==> src/hdl/qrm_pkg.sv <==
// Shared widths, constants and types of the quaternion to rotation matrix core.
package qrm_pkg;

    localparam int QW      = 16;          // quaternion component width
    localparam int PW      = 32;          // product of two components
    localparam int NW      = 35;          // signed numerator width
    localparam int SW      = 33;          // unsigned squared norm width
    localparam int MAGW    = 34;          // numerator magnitude width
    localparam int FRAC    = 14;          // fraction bits of Q1.14
    localparam int QBITS   = 16;          // quotient bits developed
    localparam int REMW    = MAGW + FRAC + 1;
    localparam int DIV_LAT = QBITS + 1;   // register stages in one lane
    localparam int NLANE   = 9;
    localparam int CHW     = 8;
    localparam int THRW    = 32;

    localparam logic [THRW-1:0]    THR_RESET = 32'd1;
    localparam logic signed [QW-1:0] ONE_Q14 = 16'sd16384;

    typedef logic signed [NW-1:0] num_t;
    typedef logic [SW-1:0]        norm_t;
    typedef logic signed [QW-1:0] entry_t;

    // Control that travels beside the numeric lanes.
    typedef struct packed {
        logic           valid;
        logic [CHW-1:0] channel;
        logic           degen;
    } side_t;

endpackage

==> src/hdl/qrm_div_lane.sv <==
// One lane: rounded, saturated num * 2^14 / norm by a pipelined restoring divider.
module qrm_div_lane
(
    input  logic             clk,
    input  logic             en,
    input  qrm_pkg::num_t    num,
    input  qrm_pkg::norm_t   norm,
    output qrm_pkg::entry_t  q
);
    import qrm_pkg::*;

    logic [REMW-1:0]  rem_reg [QBITS];
    norm_t            s_reg   [QBITS];
    logic [QBITS-1:0] q_reg   [QBITS+1];
    logic             neg_reg [QBITS+1];
    logic             ovf_reg [QBITS+1];

    logic [NW-1:0]    mag_full;
    logic [REMW-1:0]  dividend;
    logic [QW-1:0]    qmag;

    always_comb
    begin
        mag_full = num[NW-1] ? NW'(-num) : NW'(num);
        dividend = (REMW'(mag_full[MAGW-1:0]) << FRAC) + REMW'(norm >> 1);
    end

    always_ff @(posedge clk)
    begin
        if (en)
        begin
            rem_reg[0] <= dividend;
            s_reg[0]   <= norm;
            q_reg[0]   <= '0;
            neg_reg[0] <= num[NW-1];
            ovf_reg[0] <= dividend >= (REMW'(norm) << QBITS);
        end
    end

    // Stage k decides quotient bit QBITS-k.
    for (genvar k = 1; k <= QBITS; k++)
    begin : g_stage
        localparam int B = QBITS - k;
        logic [REMW-1:0] trial;
        logic            ge;

        always_comb
        begin
            trial = REMW'(s_reg[k-1]) << B;
            ge    = rem_reg[k-1] >= trial;
        end

        always_ff @(posedge clk)
        begin
            if (en)
            begin
                q_reg[k]   <= q_reg[k-1] | (QBITS'(ge) << B);
                neg_reg[k] <= neg_reg[k-1];
                ovf_reg[k] <= ovf_reg[k-1];
            end
        end

        if (k < QBITS)
        begin : g_rem
            always_ff @(posedge clk)
            begin
                if (en)
                begin
                    rem_reg[k] <= ge ? rem_reg[k-1] - trial : rem_reg[k-1];
                    s_reg[k]   <= s_reg[k-1];
                end
            end
        end
    end

    always_comb
    begin
        if (ovf_reg[QBITS] || (q_reg[QBITS] > QBITS'(ONE_Q14)))
        begin
            qmag = ONE_Q14;
        end
        else
        begin
            qmag = QW'(q_reg[QBITS]);
        end
        q = neg_reg[QBITS] ? entry_t'(-qmag) : entry_t'(qmag);
    end

endmodule

==> config.mk <==
export PLATFORM = sky130hd
export DESIGN_NAME = qrm_div_lane
export DESIGN_NICKNAME = d
export VERILOG_FILES = /design/src/hdl/qrm_pkg.sv /design/src/hdl/qrm_div_lane.sv
export SDC_FILE = /design/constraint.sdc
export NUM_CORES = 2
export LEC_CHECK = 0
export BUFFER_PORTS_ARGS = -buffer_cell sky130_fd_sc_hd__clkbuf_2
export CAP_MARGIN = 20
export CELL_PAD_IN_SITES_DETAIL_PLACEMENT = 1
export CELL_PAD_IN_SITES_GLOBAL_PLACEMENT = 1
export CORE_UTILIZATION = 45
export CTS_BUF_LIST = sky130_fd_sc_hd__clkbuf_8 sky130_fd_sc_hd__clkbuf_16
export DETAILED_ROUTE_END_ITERATION = 16
export GPL_ROUTABILITY_DRIVEN = 0
export GPL_TIMING_DRIVEN = 0
export HOLD_SLACK_MARGIN = 0.02
export PLACE_DENSITY = 0.82
export SYNTH_ARGS = -nofsm -noshare
export SYNTH_HDL_FRONTEND = slang
export SYNTH_SLANG_ARGS = --single-unit
==> constraint.sdc <==
create_clock -name clk -period 7.3 [get_ports clk]
set_clock_uncertainty 0.1 [all_clocks]
set_input_delay 0.365 -clock clk [delete_from_list [all_inputs] [get_ports clk]]
set_output_delay 0.365 -clock clk [all_outputs]
set_load 0.01 [all_outputs]
==> flow_metrics.py <==
metrics = {
    "outcome": {
        "status": "finished clean",
    },
    "grt": {
        "top_usage_layer": "met2",
        "grt-ovfl-total": 0,
        "grt_util_met2": 0.4807,
        "use_met3": 0.02874,
        "grt_max_degree": 133,
        "grt_pass1_wl_mm": 345.2,
        "antenna_found_initial": 0,
        "grt_usage": 0.2430,
        "met1_usage": 0.2196,
        "grt_pass1_vias": 65060,
    },
    "power_and_ir_drop": {
        "power_density_nw_per_um2": 395.0,
        "power_frac_comb": 0.436,
        "peakVddDrop_mv": 0.1945,
        "p_switching_mw": 13.50,
        "leakagePower_nw": 35.39,
        "switching_share": 0.3865,
        "power_mw": 34.93,
        "power_frac_clock": 0.202,
        "internal-power_mw": 21.43,
        "power_frac_seq": 0.361,
    },
    "yosys": {
        "synthTopCellsByCount": "edfxtp_1 (1349), inv_1 (696), a21oi_1 (683)",
        "ys_ff_latch": 1349,
        "synth_enable_flop_cells": 1349,
        "postSynth.asyncResetShare": 0,
        "ys_types": 91,
        "synth_seq_area_share": 0.5079,
        "synth_top_cell_by_area": "edfxtp_1",
        "netlist_area_um2": 79760,
        "yosys-top-cells-area": "edfxtp_1 (51%), ha_1 (9.1%), a21oi_1 (4.3%)",
        "synth_top_area_frac": 0.5079,
        "syn_avg_cell_area_um2": 10.55,
        "syn_inst": 7557,
        "ys_warn_count": 0,
        "synth.most_common_cell": "edfxtp_1",
        "synth_nets": 8225,
        "synth_ff_type": "edfxtp_1",
    },
    "routing": {
        "dr.pass1.iters": 5,
        "vias": 59090,
        "wl_per_cell_um": 21.36,
        "route.detailed.drc": 0,
        "antenna_left": 0,
        "routed_via_density": 5.737,
        "routed_wirelength_mm": 220.0,
        "drtIter0Drc": 2812,
    },
    "clocking": {
        "clock-sinks": 1349,
        "worstSkewPairLatency_ns": 0.80,
        "numCtsBuffers": 149,
        "cts-root-buf": "clkbuf_16",
        "htree_levels": 4,
        "clockBufferDepth": 3,
        "cts_tree": "done",
        "clk_pin_slew_ns": 0.05,
    },
    "final_layout": {
        "filler_cell_count": 19200,
        "areaGrowthSynthToFinish_pct": 10.86,
        "layout.cells.non_filler": 10300,
        "fin_nets": 8515,
        "largest_reg_flops": 725,
        "final_layout_size_suffix_gt1_frac": 0.05604,
    },
    "setup_path": {
        "worstPathRequired_ns": 7.82,
        "worst_path_dominant_cell_family": "compound AO/OA/AOI/OAI gates",
        "cp-end-kind": "flip-flop",
        "worstPathArrival_ns": 7.45,
        "crit_path_start_kind": "primary input",
        "startpoint": "num[34]",
        "path_buf_inv": 5,
        "r2r_slack_ns": 1.42,
        "critPathMaxFanout": 10,
        "cp_slowest_cell": "a21boi_0",
        "r2r-start": "rem_reg[6][3]$_DFFE_PP_",
        "cpPeakStageDelay_ns": 0.63,
        "crit_type": "primary input to flip-flop",
    },
    "timing": {
        "relSlewSlack": 0.1909,
        "fmaxAchievable_mhz": 144.1,
        "period_share": 0.9504,
        "worst_pin_slew_ns": 1.202,
        "slew_violations": 0,
        "setup_viol": 0,
        "finalHoldViolations": 0,
        "setup_tns_ns": 0,
        "rsz0062_at_grt": "no",
        "min_period_ns": 6.938,
    },
    "placement": {
        "hpwl_mm": 172.2,
        "portBuffers": 83,
        "place_inst": 9996,
    },
    "min_path": {
        "worstHoldStart": "num[29]",
        "min_path_type": "primary input to flip-flop",
    },
    "flow_run": {
        "cap_violations": 0,
    },
    "die": {
        "num_rows": 154,
        "die_area_um2": 178900,
        "die_w_um": 423.0,
        "initial_core_util": 0.4529,
        "ios": 86,
        "core_um2": 176100,
        "die_h_um": 423.0,
    },
}
==> layout make-up <==
class | count | area, um^2 | share of cell area
Tap cell | 2340 | 2928 | 0.03311
Inverter | 698 | 2620 | 0.02963
Timing Repair Buffer | 139 | 1171 | 0.01325
Buffer | 197 | 755.7 | 0.008547
Antenna cell | 1 | 2.502 | 0.00002830
Clock buffer | 151 | 3779 | 0.04274
Multi-Input combinational cell | 5313 | 35880 | 0.4058
Clock inverter | 112 | 777.0 | 0.008788
Sequential cell | 1349 | 40510 | 0.4581
==> routing by layer <==
metal / vias to the layer above / share of wire
met1: 28800 / 0.34
met5: - / 0
li1: 28210 / -
met3: 754 / 0.026
met2: 1324 / 0.55
met4: 0 / 0.087
==> worst min-delay path, stage by stage <==
cell and delay (ns):
clkbuf_2 0.10, xor2_1 0.10, xnor2_1 0.19
==> kinds of logic (layout without fill, tap and decap cells) <==
kind of cell               count (synthesis)  count (layout)  share of synthesized area
adders and majority gates                598             598                    0.09532
muxes                                     74              74                    0.01031
other                                      0               1                          0
and+or+nand+nor                         1962            1962                     0.1196
xor gates and xnor gates                 602             602                    0.06611
AOI/OAI and AO/OA                       2077            2077                     0.1584
DFF                                     1349            1349                     0.5079
buffers and inverters                    895            1297                    0.04233
==> placed cells by master (no fill, tap or decap), types with 95 or more instances in the layout <==
cell and count:
edfxtp_1 1349, xnor2_1 320, o21ai_0 567, nand2_1 603
a21oi_1 683, nand2b_1 95, ha_1 582, nor2_1 500
inv_1 736, nand3_1 122, clkbuf_1 173, clkbuf_16 151
xor2_1 282, nand4_1 119, a21o_1 300
==> path summary, 6_finish.rpt <==
kind | endpoint | cells after the start
worst min register to register | ovf_reg[0][8]$_DFFE_PP_ | 0
worst max register to register | rem_reg[6][53]$_DFFE_PP_ | 13
worst min-delay path | rem_reg[0][43]$_DFFE_PP_ | 3
worst max-delay path | ovf_reg[0][0]$_DFFE_PP_ | 25
==> through the flow <==
| stage | instance area [um^2] | setup slack [ns] | utilization | hold WS, ns |
|---|---|---|---|---|
| finish | 88420 | 0.3620 | 0.5021 | 0.07618 |
| global route | 88420 | 0.1296 | 0.5020 | 0.05007 |
| CTS | 88410 | 0.3933 | 0.5020 | 0.03834 |
| detailed placement | 83460 | -0.4064 | 0.4739 | 0.3056 |
| global placement | 83100 | -16.54 | 0.4718 | 0.3031 |
| floorplan | 79760 | 1.929 | - | 0.3003 |
==> timing repair <==
action	CTS	global route
setup endpoints to repair	0	1
hold buffers	39	0
resized for setup	0	1
endpoints found under the hold margin	39	0
buffers inserted	0	0
==> power by group through the flow <==
stage               combinational [mW]  sequential, mW  clock (mW)
finish                            15.2            12.6        7.06
global placement                  14.0            13.0           0
floorplan                         11.1            12.2           0
global route                      16.8            12.8        7.44
detailed placement                14.9            12.7           0
CTS                               15.1            12.6        7.17
No activity file was read; power rests on OpenSTA's default activity.
